### src/rtl/core/sed_pkg.sv
// ----------------------------------------------------------------------------
// sed_pkg
// Types shared by the string edit distance block: request structs and the
// control word carried along the cell chain.
// ----------------------------------------------------------------------------
package sed_pkg;

	localparam int SYM_W  = 8;
	localparam int DIST_W = 7;

	typedef enum logic {
		PHASE_TARGET = 1'b0,
		PHASE_SOURCE = 1'b1
	} phase_t;

	typedef struct packed {
		logic             which_string;
		logic [SYM_W-1:0] symbol;
		logic             has_symbol;
		logic             last;
	} item_t;

	typedef struct packed {
		logic [DIST_W-1:0] edit_distance;
		logic              too_long;
	} result_t;

	// control word of one token in the chain
	typedef struct packed {
		logic vld;   // token present
		logic wr;    // target symbol write, idx = position
		logic init;  // target closed, seed row zero
		logic upd;   // source symbol, compute one row
		logic last;  // source closed, idx = target length
		logic ovf;   // a string overflowed
	} tok_ctl_t;

endpackage

### src/rtl/core/sed_ctrl.sv
// ----------------------------------------------------------------------------
// sed_ctrl
// Request intake: tracks phase, string lengths and overflow, and turns each
// accepted request into a token at the head of the cell chain.
// ----------------------------------------------------------------------------
module sed_ctrl #(
	parameter int MAX_LEN = 64,
	localparam int CW = $clog2(MAX_LEN + 1)
) (
	input  logic              clk,
	input  logic              arst_n,
	input  sed_pkg::item_t    item,
	input  logic              item_valid,
	output logic              item_stall,
	input  logic              done,
	output sed_pkg::tok_ctl_t ctl,
	output logic [7:0]        sym,
	output logic [CW-1:0]     val,
	output logic [CW-1:0]     idx,
	output logic [CW-1:0]     res
);
	import sed_pkg::*;

	phase_t        phase_q, phase_n;
	logic [CW-1:0] tcnt_q, tcnt_n, scnt_q, scnt_n;
	logic          ovf_q, ovf_n, pend_q, pend_n;
	tok_ctl_t      ctl_q, ctl_n;
	logic [7:0]    sym_q;
	logic [CW-1:0] val_q, val_n, idx_q, idx_n, res_q, res_n;
	logic          take, room_t, room_s;

	assign item_stall = pend_q && (phase_q == PHASE_SOURCE);
	assign take   = item_valid && !item_stall && (item.which_string == phase_q);
	assign room_t = tcnt_q < CW'(MAX_LEN);
	assign room_s = scnt_q < CW'(MAX_LEN);

	always_comb begin
		phase_n = phase_q;
		tcnt_n  = tcnt_q;
		scnt_n  = scnt_q;
		ovf_n   = ovf_q;
		pend_n  = pend_q && !done;
		ctl_n   = '0;
		val_n   = scnt_q + CW'(1);
		idx_n   = tcnt_q;
		res_n   = scnt_q;
		if (take) begin
			case (phase_q)
				PHASE_TARGET: begin
					ctl_n.wr   = item.has_symbol && room_t;
					ctl_n.init = item.last;
					if (item.has_symbol && room_t) begin
						tcnt_n = tcnt_q + CW'(1);
					end
					if (item.has_symbol && !room_t) begin
						ovf_n = 1'b1;
					end
					if (item.last) begin
						phase_n = PHASE_SOURCE;
						scnt_n  = '0;
					end
				end
				PHASE_SOURCE: begin
					ctl_n.upd  = item.has_symbol && room_s;
					ctl_n.last = item.last;
					ctl_n.ovf  = ovf_q || (item.has_symbol && !room_s);
					if (item.has_symbol && room_s) begin
						scnt_n = scnt_q + CW'(1);
						res_n  = scnt_q + CW'(1);
					end
					if (item.has_symbol && !room_s) begin
						ovf_n = 1'b1;
					end
					if (item.last) begin
						phase_n = PHASE_TARGET;
						tcnt_n  = '0;
						scnt_n  = '0;
						ovf_n   = 1'b0;
						pend_n  = 1'b1;
					end
				end
				default: begin
					phase_n = PHASE_TARGET;
				end
			endcase
			ctl_n.vld = ctl_n.wr || ctl_n.init || ctl_n.upd || ctl_n.last;
		end
	end

	always_ff @(posedge clk or negedge arst_n) begin
		if (!arst_n) begin
			phase_q <= PHASE_TARGET;
			tcnt_q  <= '0;
			scnt_q  <= '0;
			ovf_q   <= 1'b0;
			pend_q  <= 1'b0;
			ctl_q   <= '0;
		end else begin
			phase_q <= phase_n;
			tcnt_q  <= tcnt_n;
			scnt_q  <= scnt_n;
			ovf_q   <= ovf_n;
			pend_q  <= pend_n;
			ctl_q   <= ctl_n;
		end
	end

	always_ff @(posedge clk) begin
		sym_q <= item.symbol;
		val_q <= val_n;
		idx_q <= idx_n;
		res_q <= res_n;
	end

	assign ctl = ctl_q;
	assign sym = sym_q;
	assign val = val_q;
	assign idx = idx_q;
	assign res = res_q;

endmodule

### config.mk
export PLATFORM = sky130hd
export DESIGN_NAME = sed_ctrl
export DESIGN_NICKNAME = d
export VERILOG_FILES = /design/src/rtl/core/sed_pkg.sv /design/src/rtl/core/sed_ctrl.sv
export SDC_FILE = /design/constraint.sdc
export NUM_CORES = 1
export LEC_CHECK = 0
export BUFFER_PORTS_ARGS = -buffer_cell sky130_fd_sc_hd__buf_2
export CAP_MARGIN = 20
export CORE_UTILIZATION = 40
export CTS_CLUSTER_SIZE = 40
export DETAILED_ROUTE_END_ITERATION = 7
export GPL_TIMING_DRIVEN = 0
export PLACE_DENSITY = 0.66
export SETUP_SLACK_MARGIN = 0.4
export SLEW_MARGIN = 10
export SYNTH_ARGS = -nofsm -noshare
export SYNTH_HDL_FRONTEND = slang
export SYNTH_SLANG_ARGS = --single-unit
export TNS_END_PERCENT = 5
### constraint.sdc
create_clock -name clk -period 1.7 [get_ports clk]
set_input_delay 0.51 -clock clk [delete_from_list [all_inputs] [get_ports clk]]
set_output_delay 0.51 -clock clk [all_outputs]
set_load 0.01 [all_outputs]
==> results.py <==
metrics = {
    "grt": {
        "track_usage": 0.148,
        "grt_util_met3": 0.0499,
        "overflow": 0,
        "grt_max_degree": 24,
        "use_met2": 0.244,
        "grt-busiest-layer": "met2",
        "grt_pass1_wl_um": 5640,
        "antenna_found_initial": 0,
        "grt_pass1_vias": 1253,
        "use_met1": 0.171,
    },
    "critical_path": {
        "timing.rr.end": "ovf_q",
        "reg2reg_slack_ps": 70,
        "path_cells": "and3b_4 -> o21ai_4 -> a2111oi_4 -> mux2_1",
        "start_kind": "flop",
        "end_kind": "flop",
        "cp-startpoint": "pend_q",
        "reg2reg_depth": 4,
        "slowest_delay_ps": 410,
        "crit_cells": 4,
        "cp_top_family": "compound AO/OA/AOI/OAI gates",
        "path_class": "reg -> reg",
        "required_ps": 1900,
        "cp_data_arrival_time_ps": 1830,
        "r2r-start": "pend_q",
        "worstPathMaxFanout": 9,
        "critPathSlowestCell": "dfrtp_1",
        "crit_buf_inv": 0,
    },
    "layout": {
        "final_util": 0.541,
        "drive_gt1_frac": 0.354,
        "num_antenna_cells": 0,
        "final_area_um2": 2400,
        "area_growth_pct": 27.0,
        "nets": 246,
        "final_cell_count_no_fill": 278,
    },
    "synth": {
        "synth_cell_types": 39,
        "syn_area_um2": 1890,
        "yosys-top-cells-area": "dfxtp_1, dfrtp_1, ha_1, nor2_1, xnor2_1",
        "ys_seq_area_frac": 0.611,
        "synthMostInstantiatedCell": "dfxtp_1",
        "synth_edf_count": 0,
        "ys_warn_count": 0,
        "synth.top_cell.area_share": 0.307,
        "netlist_instances": 165,
        "synth_top_area_cell": "dfxtp_1",
        "syn-mean-instance-area_um2": 11.5,
        "synth-seq-cells": 52,
        "synth_common_cells": "dfxtp_1, dfrtp_1, nor2_1",
        "syn_nets": 186,
        "yosys_most_used_dff": "dfxtp_1",
        "synthArstFlopShare": 0.442,
    },
    "timing": {
        "finalClockSkew_ps": 7.39,
        "rsz0062_at_grt": "true",
        "fin_ws_ps": 65.5,
        "fmax_mhz": 612,
        "period_share": 0.961,
        "min_period_ps": 1630,
        "relSlewSlack": 0.652,
        "finalHoldViolations": 0,
        "maxSlewViolCount": 0,
        "setup_viol": 0,
        "whs_ps": 166,
        "tightestPinTransition_ps": 522,
        "final.setup.tns_ps": 0,
    },
    "placement": {
        "dp_slack_ps": -213,
        "gp_congestion": 0.753,
        "place_inst": 267,
        "place_hpwl_um": 2420,
        "postPlaceCellArea_um2": 2220,
        "io_buffers": 50,
    },
    "floorplan": {
        "ios": 51,
        "core_area_um2": 4440,
        "fp.dieArea_um2": 5010,
        "rows": 24,
        "die_x_um": 70.8,
        "die_h_um": 70.8,
        "start_util": 0.426,
    },
    "power": {
        "p_total_mw": 3.08,
        "p_leak_nw": 1.19,
        "peakVddDrop_v": 0.000541,
        "p_per_area_nw_per_um2": 1280,
    },
    "clock_tree": {
        "path_clk_slew_ps": 90,
        "clock_latency_ps": 300,
        "h-tree-depth": 2,
        "cts_root_buffer": "clkbuf_8",
        "cts_tree": "yes",
        "cts_buffers": 5,
        "cts.sinks": 52,
        "clock_path_buffers": 2,
    },
    "drt": {
        "totalWireLength_um": 3410,
        "wl_per_cell_um": 12.3,
        "drtAntennaViolNets": 0,
        "vias": 1341,
        "drcViolationCount": 0,
        "first_iter_violations": 93,
        "dr.pass1.iters": 6,
        "vias_per_cell": 4.82,
    },
    "flow_run": {
        "cap_violations": 0,
    },
    "min_path": {
        "holdCritPathClass": "in -> async",
    },
    "outcome": {
        "status": "complete, no violations",
    },
}
==> metal layers <==
| layer | wire length [µm] | part of all wire |
|---|---|---|
| met1 | 1510 | 0.44 |
| met2 | 1650 | 0.48 |
| met3 | 164 | 0.048 |
| met4 | 91 | 0.027 |
| met5 | 0 | 0 |
==> flip-flops by register name, indices dropped and copies added (netlist names) <==
name     flops
res          7
scnt_q       7
phase_q      1
val          7
sym          8
ovf_q        1
idx_n        7
idx          7
pend_q       1
ctl          6
==> kinds of logic (layout without fill, tap and decap cells) <==
kind of cell,Yosys count,count (layout),synth area share
AO/OA/AOI/OAI,21,21,0.0919
XOR/XNOR,10,10,0.0463
adder cells (fa/ha/maj),6,6,0.0397
buffers and inverters,10,71,0.0205
flip-flops,52,52,0.611
multiplexers,4,4,0.0231
AND/OR/NAND/NOR,62,62,0.168
==> repair_timing <==
| item | 4_1_cts | 5_1_grt |
|---|---|---|
| pin swaps | 2 | 7 |
| hold buffers | 0 | 0 |
| resized for setup | 3 | 11 |
| setup buffers | 3 | 0 |
| endpoints found under the setup margin | 30 | 37 |
==> layout make-up <==
cell class / instances / area (µm²)
well taps: 52 / 65.1
clock buffers: 5 / 68.8
repair buffers: 53 / 279
flip-flops and latches: 52 / 1160
fillers: 411 / 2040
plain buffers: 1 / 11.3
clock inverters: 3 / 42.5
multi-input cells: 103 / 738
inverters: 9 / 38.8
==> worst reg2reg max path, delay by kind of cell, from the launching register on <==
family	cells	cell delay [ps]
mux	1	350
compound gates	2	430
simple gates	1	340
flops	1	410
==> cells in the final DEF, fill, tap and decap left out, drive strengths merged, types with 2 or more instances in the layout <==
| cell type | Yosys | routed |
|---|---|---|
| inv | 9 | 9 |
| nand2 | 16 | 16 |
| xnor2 | 8 | 8 |
| a31oi | 2 | 2 |
| ha | 6 | 6 |
| nand2b | 5 | 5 |
| mux2 | 3 | 3 |
| nor2 | 20 | 20 |
| o21ai | 3 | 3 |
| dfxtp | 29 | 29 |
| nand3 | 6 | 6 |
| clkbuf | 0 | 5 |
| nor4bb | 2 | 2 |
| a21oi | 5 | 5 |
| and3 | 2 | 2 |
| buf | 1 | 54 |
| nor3 | 2 | 2 |
| dfrtp | 23 | 23 |
| a21o | 4 | 4 |
| xor2 | 2 | 2 |
==> worst max-delay path by stage <==
stage	to	slack, ps
2_1_floorplan	scnt_q[5]	60
3_3_place_gp	scnt_q[5]	-210
3_5_place_dp	scnt_q[5]	-210
4_1_cts	scnt_q[5]	10
5_1_grt	scnt_q[5]	-20
6_report	ovf_q	70
==> report_power, final <==
part / total [mW] / internal (mW) / switching (mW)
clock network: 0.825 / 0.435 / 0.389
registers: 1.52 / 1.41 / 0.105
logic: 0.743 / 0.349 / 0.394
total: 3.08 / 2.19 / 0.888
Note: power is estimated with default switching activity, not from simulation.
