File: src/rtl/core/sed_pkg.sv
// ----------------------------------------------------------------------------
// sed_pkg
// Types shared by the string edit distance block: request structs and the
// control word carried along the cell chain.
// ----------------------------------------------------------------------------
package sed_pkg;

	localparam int SYM_W  = 8;
	localparam int DIST_W = 7;

	typedef enum logic {
		PHASE_TARGET = 1'b0,
		PHASE_SOURCE = 1'b1
	} phase_t;

	typedef struct packed {
		logic             which_string;
		logic [SYM_W-1:0] symbol;
		logic             has_symbol;
		logic             last;
	} item_t;

	typedef struct packed {
		logic [DIST_W-1:0] edit_distance;
		logic              too_long;
	} result_t;

	// control word of one token in the chain
	typedef struct packed {
		logic vld;   // token present
		logic wr;    // target symbol write, idx = position
		logic init;  // target closed, seed row zero
		logic upd;   // source symbol, compute one row
		logic last;  // source closed, idx = target length
		logic ovf;   // a string overflowed
	} tok_ctl_t;

endpackage

File: src/rtl/core/sed_cell.sv
// ----------------------------------------------------------------------------
// sed_cell
// One column of the alignment table: holds a target symbol and the column's
// last two table entries, computes one entry per source token and passes the
// token to the next column.
// ----------------------------------------------------------------------------
module sed_cell #(
	parameter int MAX_LEN = 64,
	parameter int POS = 1,
	localparam int CW = $clog2(MAX_LEN + 1)
) (
	input  logic             clk,
	input  logic             arst_n,
	input  sed_pkg::tok_ctl_t left_ctl,
	input  logic [7:0]       left_sym,
	input  logic [7:0]       left_tsym,
	input  logic [CW-1:0]    left_val,
	input  logic [CW-1:0]    left_diag,
	input  logic [CW-1:0]    left_idx,
	input  logic [CW-1:0]    left_res,
	output sed_pkg::tok_ctl_t right_ctl,
	output logic [7:0]       right_sym,
	output logic [7:0]       right_tsym,
	output logic [CW-1:0]    right_val,
	output logic [CW-1:0]    right_diag,
	output logic [CW-1:0]    right_idx,
	output logic [CW-1:0]    right_res
);
	import sed_pkg::*;

	logic [7:0]    t_q, ps_q;
	logic [CW-1:0] up_q, dg_q, odg_q;
	logic          seen_q;
	tok_ctl_t      ctl_q;
	logic [7:0]    sym_q, tsym_q;
	logic [CW-1:0] val_q, diag_q, idx_q, res_q;

	logic [CW:0]   del_c, ins_c, sub_c, tr_c, best;
	logic          trans, hit_wr, hit_res;
	logic [CW-1:0] new_d;

	always_comb begin
		del_c  = (CW+1)'(up_q) + (CW+1)'(1);
		ins_c  = (CW+1)'(left_val) + (CW+1)'(1);
		sub_c  = (CW+1)'(dg_q) + (CW+1)'(left_sym != t_q);
		tr_c   = (CW+1)'(odg_q) + (CW+1)'(1);
		trans  = (POS > 1) && seen_q && (left_sym == left_tsym) && (ps_q == t_q);
		best   = (del_c < ins_c) ? del_c : ins_c;
		best   = (sub_c < best) ? sub_c : best;
		if (trans && (tr_c < best)) begin
			best = tr_c;
		end
		new_d   = best[CW-1:0];
		hit_wr  = left_ctl.wr && (left_idx == CW'(POS - 1));
		hit_res = left_ctl.last && (left_idx == CW'(POS));
	end

	always_ff @(posedge clk or negedge arst_n) begin
		if (!arst_n) begin
			ctl_q  <= '0;
			seen_q <= 1'b0;
		end else begin
			ctl_q <= left_ctl;
			if (left_ctl.init) begin
				seen_q <= 1'b0;
			end else if (left_ctl.upd) begin
				seen_q <= 1'b1;
			end
		end
	end

	always_ff @(posedge clk) begin
		if (hit_wr) begin
			t_q <= left_sym;
		end
		if (left_ctl.init) begin
			up_q <= CW'(POS);
			dg_q <= CW'(POS - 1);
		end else if (left_ctl.upd) begin
			up_q  <= new_d;
			dg_q  <= left_val;
			odg_q <= left_diag;
			ps_q  <= left_sym;
		end
		sym_q  <= left_sym;
		tsym_q <= t_q;
		val_q  <= new_d;
		diag_q <= dg_q;
		idx_q  <= left_idx;
		res_q  <= hit_res ? (left_ctl.upd ? new_d : up_q) : left_res;
	end

	assign right_ctl  = ctl_q;
	assign right_sym  = sym_q;
	assign right_tsym = tsym_q;
	assign right_val  = val_q;
	assign right_diag = diag_q;
	assign right_idx  = idx_q;
	assign right_res  = res_q;

endmodule

File: config.mk
export PLATFORM = sky130hd
export DESIGN_NAME = sed_cell
export DESIGN_NICKNAME = d
export VERILOG_FILES = /design/src/rtl/core/sed_pkg.sv /design/src/rtl/core/sed_cell.sv
export SDC_FILE = /design/constraint.sdc
export NUM_CORES = 1
export LEC_CHECK = 0
export ABC_AREA = 1
export BUFFER_PORTS_ARGS = -buffer_cell sky130_fd_sc_hd__buf_2
export CORE_MARGIN = 2
export CORE_UTILIZATION = 25
export DETAILED_ROUTE_END_ITERATION = 10
export GPL_ROUTABILITY_DRIVEN = 0
export SYNTH_ARGS = -nofsm -noshare
export SYNTH_HDL_FRONTEND = slang
export SYNTH_SLANG_ARGS = --single-unit
File: constraint.sdc
create_clock -name clk -period 4.8 [get_ports clk]
set_input_delay 0 -clock clk [delete_from_list [all_inputs] [get_ports clk]]
set_output_delay 0 -clock clk [all_outputs]
set_load 0.05 [all_outputs]
==> run summary, run 1 <==
MaxCap Viol Count -> 0
Highest Clock Rate -> 0.267 GHz
initial cell density of the core -> 0.254
Seq/Total Area, Yosys -> 0.513
Setup CP Type -> reg2reg
Final Cycle Share -> 0.782
Register Area -> 0.00155 mm^2
maximum net fanout on the critical path -> 14
initial antenna violation count -> 0
die area -> 0.0130 mm^2
Mapped Cells -> 323
# IOs -> 102
Worst path slowest cell -> dfxtp_1
final hold vios -> 0
Die Y -> 114 um
Synth Register Bits -> 72
Synth Cell Area -> 0.00302 mm^2
Area Growth Syn to Fin -> 41.3%
leakage -> 2.13 nW
crit path DAT -> 3970 ps
final setup TNS -> 0 ps
htree depth -> 3
Pre-Repair DR Iteration Count -> 4
post-CTS setup buffer count -> 0
distinct cell type count after synthesis -> 31
cts bufs inserted -> 9
Syn Nets -> 392
number of routed nets with antenna violations -> 0
largest net degree at the start of global routing -> 20
Detailed Place HPWL -> 5410 um
critical-path cell list -> ha_1 > nand2_1 > nor2_1 > nand2_1 > xor2_1 > ha_1 > nand2_1 > a21oi_2 > nand2_2 > nand2_2 > inv_1 > o21ai_1 > inv_1 > ha_1 > a21oi_1 > nor2_1 > a211oi_4 > nand2_8 > nand2_4 > nand3_2 > nand3_1 > nand2_1
fin cells -> 599
placed insts -> 552
area of the core -> 0.0119 mm^2
fin. max-slew vios -> 0
vias -> 2552
Tmin final -> 3750 ps
status -> finished clean
Nets -> 516
first-iteration detailed-routing DRC count -> 168
CTS tree -> done
drt wl/cell -> 11.7 um
vias in the first global route -> 2558
Worst Clk Skew -> 2.76 ps
Synthesis Warnings -> 0
CP Capture Type -> flop
most frequent cells in the layout -> buf_2 (86), nand2_1 (65), dfxtp_1 (58)
clk sinks -> 72
Critical Path Source Type -> flop
Post-Route WL -> 7030 um
final-report setup violation count -> 0
gr ovfl total -> 0
Worst Hold Class -> in2reg
CP required -> 5010 ps
fillers -> 1219
Cell Pwr Density -> 451 mW/mm^2
first-pass GRT wire length -> 11700 um
clock latency on the worst-skew pair -> 320 ps
Worst Tran Pin Value -> 506 ps
root buf cell -> clkbuf_16
Max clock buf depth -> 2
Hold WS -> 19.5 ps
VDD IR max -> 0.209 mV
syn avg cell area -> 9.36 um^2
commonest non-fill, non-tap cell in the layout -> buf_2
Slew headroom -> 0.662
CP max stage delay -> 420 ps
number of diodes -> 0
I/O Buffers -> 86
DRC viols -> 0
area of the multi-input gates -> 0.00132 mm^2
Tot GR Track Use -> 0.115
share of cells above drive strength 1 -> 0.296
site row count -> 40
RSZ-0062 raised after global routing -> no
die width -> 114 um
CTS clk-pin slew, worst paths -> 60 ps
cell mode on critical path -> nand2_1
vias per cell -> 4.26
==> synthesized netlist by cell type, drive strengths merged <==
cell type | instances | area share
nand2 | 81 | 0.13
dfxtp | 58 | 0.38
inv | 34 | 0.042
nand3 | 30 | 0.065
nor2 | 21 | 0.028
ha | 17 | 0.070
o21ai | 17 | 0.028
xnor2 | 10 | 0.029
xor2 | 10 | 0.029
a21oi | 9 | 0.016
edfxtp | 8 | 0.079
dfrtp | 6 | 0.050
nand4 | 5 | 0.010
buf | 3 | 0.0058
nor3 | 3 | 0.0050
or2 | 3 | 0.0062
and3 | 2 | 0.0041
nor4 | 2 | 0.0041
a211oi | 1 | 0.0066
and2 | 1 | 0.0021
clkbuf | 1 | 0.0012
or4 | 1 | 0.0025
==> critical path: cells and delay by family, from the launching register on <==
kind | cells | cell delay (ps)
buf+inv | 2 | 170
xor+xnor | 1 | 150
compound gates | 4 | 920
simple gates | 12 | 1170
fa+ha+maj | 3 | 800
flops | 1 | 420
==> worst paths after layout <==
path / from / cells past startpoint / to / slack (ps)
max: up_q[0]$_SDFF_PP1_ / 22 / right_res[6]$_DFF_P_ / 1050
min: left_ctl[2] / 1 / right_ctl[2]$_DFF_PN0_ / 20
max reg2reg: up_q[0]$_SDFF_PP1_ / 22 / right_res[6]$_DFF_P_ / 1050
min reg2reg: dg_q[0]$_SDFFE_PP0P_ / 0 / right_diag[0]$_DFF_P_ / 370
max in group asynchronous: arst_n / 2 / right_ctl[1]$_DFF_PN0_ / 4630
min in group asynchronous: arst_n / 2 / right_ctl[0]$_DFF_PN0_ / 30
==> report_power, final <==
group | leakage, nW | switching [mW] | internal [mW] | total, mW
Clock | 0.167 | 0.243 | 0.511 | 0.754
Sequential | 0.628 | 0.0198 | 0.659 | 0.679
Combinational | 1.34 | 0.344 | 0.151 | 0.494
==> repair_timing <==
item,in CTS,in global routing
hold buffers,31,0
hold endpoints to repair,50,0
resized for setup,0,0
==> routing by layer <==
| metal | GRT usage | wire [um] | part of all wire |
|---|---|---|---|
| met5 | 0 | 0 | 0 |
| met4 | 0.0488 | 119 | 0.017 |
| met3 | 0.0345 | 350 | 0.050 |
| met2 | 0.207 | 3560 | 0.51 |
| met1 | 0.125 | 2990 | 0.43 |
==> logic make-up (layout without fill, tap and decap cells) <==
group / count (synthesis) / after routing / share of synthesized area
compound gates: 27 / 27 / 0.0509
simple gates: 149 / 149 / 0.258
xor+xnor: 20 / 20 / 0.0579
flops: 72 / 72 / 0.513
buf+inv: 38 / 167 / 0.0493
fa+ha+maj: 17 / 17 / 0.0704
==> metrics by stage <==
stage	total power [mW]	utilization	instance area, um^2	setup WS [ps]
3_3_place_gp	1.16	0.304	3620	1050
4_1_cts	1.96	0.359	4270	990
5_1_grt	2.03	0.359	4270	578
6_report	1.93	0.359	4270	1050
3_5_place_dp	1.17	0.304	3620	1020
2_1_floorplan	1.06	-	3020	1410
==> cell type report <==
type,count,share of cell area
Sequential cell,72,0.363
Multi-Input combinational cell,213,0.310
Timing Repair Buffer,117,0.173
Clock buffer,10,0.0536
Tap cell,147,0.0431
Inverter,34,0.0299
Clock inverter,6,0.0272
==> sequential cells by signal (all words and copies together) (netlist names) <==
signal,cells
up_q,7
right_ctl,6
dg_q,7
right_res,7
right_val,7
right_sym,8
right_idx,7
right_tsym,8
right_diag,7
t_q,8
(Power assumes the default switching activity.)
==> run 2, diff against run 1 <==
==> constraint.sdc (replaced) <==
create_clock -name clk -period 3.6 [get_ports clk]
set_input_delay 0 -clock clk [delete_from_list [all_inputs] [get_ports clk]]
set_output_delay 0 -clock clk [all_outputs]
set_load 0.05 [all_outputs]
==> run 2 against run 1 <==
Clock skew rose by 2.4 ps; via count barely moved; clock power increased by 7.7%; worst setup slack got worse by 790 ps; sequential cell count is the same; first-iteration DRC count shrank 33%; critical path depth decreased by 2; non-clock buffer count is 5 higher; cell count rose by 0.83%; core utilization grew 0.47 points; register-to-register slack lost 790 ps; fmax up 12%; highest routed layer unchanged.
==> run summary, run 2 (synthesis results as in run 1) <==
final hold vios -> 0 (unchanged)
post-CTS setup buffer count -> 0 (unchanged)
fin. max-slew vios -> 0 (unchanged)
Worst Tran Pin Value -> 403 ps (-103 ps)
die width -> 114 um (unchanged)
site row count -> 40 (unchanged)
Final Cycle Share -> 0.927 (+0.146)
CP max stage delay -> 520 ps (+100 ps)
r2r worst-path depth -> 20 (-9.1%)
leakage -> 2.14 nW (+0.57%)
Slew headroom -> 0.732 (+0.0698)
crit path DAT -> 3560 ps (-410 ps)
share of cells above drive strength 1 -> 0.333 (+0.0361)
dpl cell area -> 0.00365 mm^2 (+0.97%)
CP Capture Type -> flop
Worst path slowest cell -> or4_4
clk sinks -> 72 (unchanged)
VDD IR max -> 0.231 mV (+11%)
initial cell density of the core -> 0.254 (unchanged)
Area Growth Syn to Fin -> 43.2%
Tot GR Track Use -> 0.114 (-0.00131)
CTS tree -> done
fillers -> 1205 (-1.1%)
Util after Layout -> 0.363 (+0.00473)
I/O Buffers -> 86 (unchanged)
Critical Path Source Type -> flop
area of the core -> 0.0119 mm^2 (unchanged)
Pwr Total -> 2.41 mW (+25%)
cell mode on critical path -> nand2_1
Cell Pwr Density -> 557 mW/mm^2 (+23%)
drt wl/cell -> 11.7 um (-0.31%)
Pre-Repair DR Iteration Count -> 4 (unchanged)
Worst Clk Skew -> 5.13 ps (+2.36 ps)
critical-path cell list -> xnor2_1 > nand2_1 > or4_4 > ha_2 > ha_1 > nand2_1 > nor2_1 > nand3_1 > xor2_1 > inv_1 > ha_1 > nand2_1 > nor2_1 > a211oi_4 > buf_12 > nand2_8 > nand2_4 > nand3_2 > nand3_1 > nand2_1
root buf cell -> clkbuf_16
commonest non-fill, non-tap cell in the layout -> buf_2
Nets -> 521 (+0.97%)
cts bufs inserted -> 9 (unchanged)
htree depth -> 3 (unchanged)
Worst Hold Class -> in2async
vias per cell -> 4.22 (-0.91%)
# IOs -> 102 (unchanged)
clock latency on the worst-skew pair -> 330 ps (about the same)
R2R setup slack -> 260 ps (-790 ps)
vias -> 2550 (-0.078%)
number of routed nets with antenna violations -> 0 (unchanged)
Post-Route WL -> 7060 um (+0.53%)
worst r2r dst -> right_res[0]$_DFF_P_
largest net degree at the start of global routing -> 20 (unchanged)
MaxCap Viol Count -> 0 (unchanged)
first-iteration detailed-routing DRC count -> 112 (-33%)
CTS clk-pin slew, worst paths -> 60 ps (about the same)
first-pass GRT wire length -> 11500 um (-1.4%)
die area -> 0.0130 mm^2 (unchanged)
final setup TNS -> 0 ps (unchanged)
number of diodes -> 0 (unchanged)
CP required -> 3820 ps (-1190 ps)
delay-heaviest family, CP -> simple AND/OR/NAND/NOR gates
Max clock buf depth -> 2 (unchanged)
vias in the first global route -> 2506 (-2.0%)
Die Y -> 114 um (unchanged)
Setup CP Type -> reg2reg
Tmin final -> 3340 ps (-413 ps)
initial antenna violation count -> 0 (unchanged)
placed insts -> 555 (+0.54%)
Highest Clock Rate -> 0.300 GHz (+12%)
RSZ-0062 raised after global routing -> no
status -> finished clean
reg2reg start -> t_q[0]$_DFFE_PP_
post-route cell area -> 0.00433 mm^2 (+1.3%)
final-report setup violation count -> 0 (unchanged)
maximum net fanout on the critical path -> 8 (-6)
fin cells -> 604 (+0.83%)
Buf/Inv on CP -> 2 (unchanged)
DRC viols -> 0 (unchanged)
most frequent cells in the layout -> buf_2 (86), nand2_1 (65), dfxtp_1 (55)
gr ovfl total -> 0 (unchanged)
Detailed Place HPWL -> 5390 um (-0.31%)
[run 2: cell types whose count changed in the layout (fill, tap and decap cells not counted), sizes merged]
cell | before | now
inv | 35 | 36
bufinv | 3 | 0
buf | 86 | 89
clkinvlp | 0 | 3
clkbuf | 10 | 9
dlygate4sd3 | 31 | 33
[run 2: report_power, final]
part | switching, mW | internal [mW]
combinational | 0.468 | 0.224
sequential | 0.0270 | 0.880
clock | 0.342 | 0.470
[run 2: per-layer routing]
layer  up-vias  global-route usage  wire (um)
li1       1313                   -          -
met1      1151               0.129       3040
met2        75               0.199       3490
met3        11              0.0335        410
met4         0              0.0496        128
met5         -                   0          0
[run 2: worst reg2reg max path, cell delays in order, from the launching register on]
cell and delay [ps]:
edfxtp_1 390, xnor2_1 170, nand2_1 80, or4_4 520, ha_2 200, ha_1 210, nand2_1 80, nor2_1 60
nand3_1 80, xor2_1 140, inv_1 80, ha_1 290, nand2_1 90, nor2_1 70, a211oi_4 190, buf_12 160
nand2_8 100, nand2_4 80, nand3_2 80, nand3_1 100, nand2_1 50
[run 2: what timing repair did]
action / in CTS / in global routing
resized for setup: 0 / 16
setup endpoints to repair: 0 / 14
hold buffers: 33 / 0
hold endpoints to repair: 52 / 0
[run 2: final cells by class]
type                    count  area (um^2)  area share
well taps                 147          184      0.0425
multi-input cells         213         1380       0.320
flip-flops and latches     72         1560       0.360
repair buffers            122          796       0.184
clock inverters             7         53.8      0.0124
inverters                  34          128      0.0295
clock buffers               9          225      0.0520
[run 2: per-stage QoR]
step	hold WS (ps)	setup WS, ps
6_report	18.8	261
5_1_grt	35.6	11.4
4_1_cts	4.16	114
3_5_place_dp	-166	141
3_3_place_gp	-168	193
2_1_floorplan	-296	211
[run 2: worst max-delay path by stage]
stage                                  start              endpoint  slack (ps)  cells after the start
final                       t_q[0]$_DFFE_PP_  right_res[0]$_DFF_P_         260                     20
after global routing        t_q[0]$_DFFE_PP_  right_res[5]$_DFF_P_          10                     20
after CTS                 up_q[0]$_SDFF_PP1_  right_res[3]$_DFF_P_         110                     22
after floorplan           up_q[0]$_SDFF_PP1_  right_res[1]$_DFF_P_         210                     23
after detailed placement  up_q[0]$_SDFF_PP1_  right_res[0]$_DFF_P_         140                     22
after global placement    up_q[0]$_SDFF_PP1_  right_res[0]$_DFF_P_         190                     22
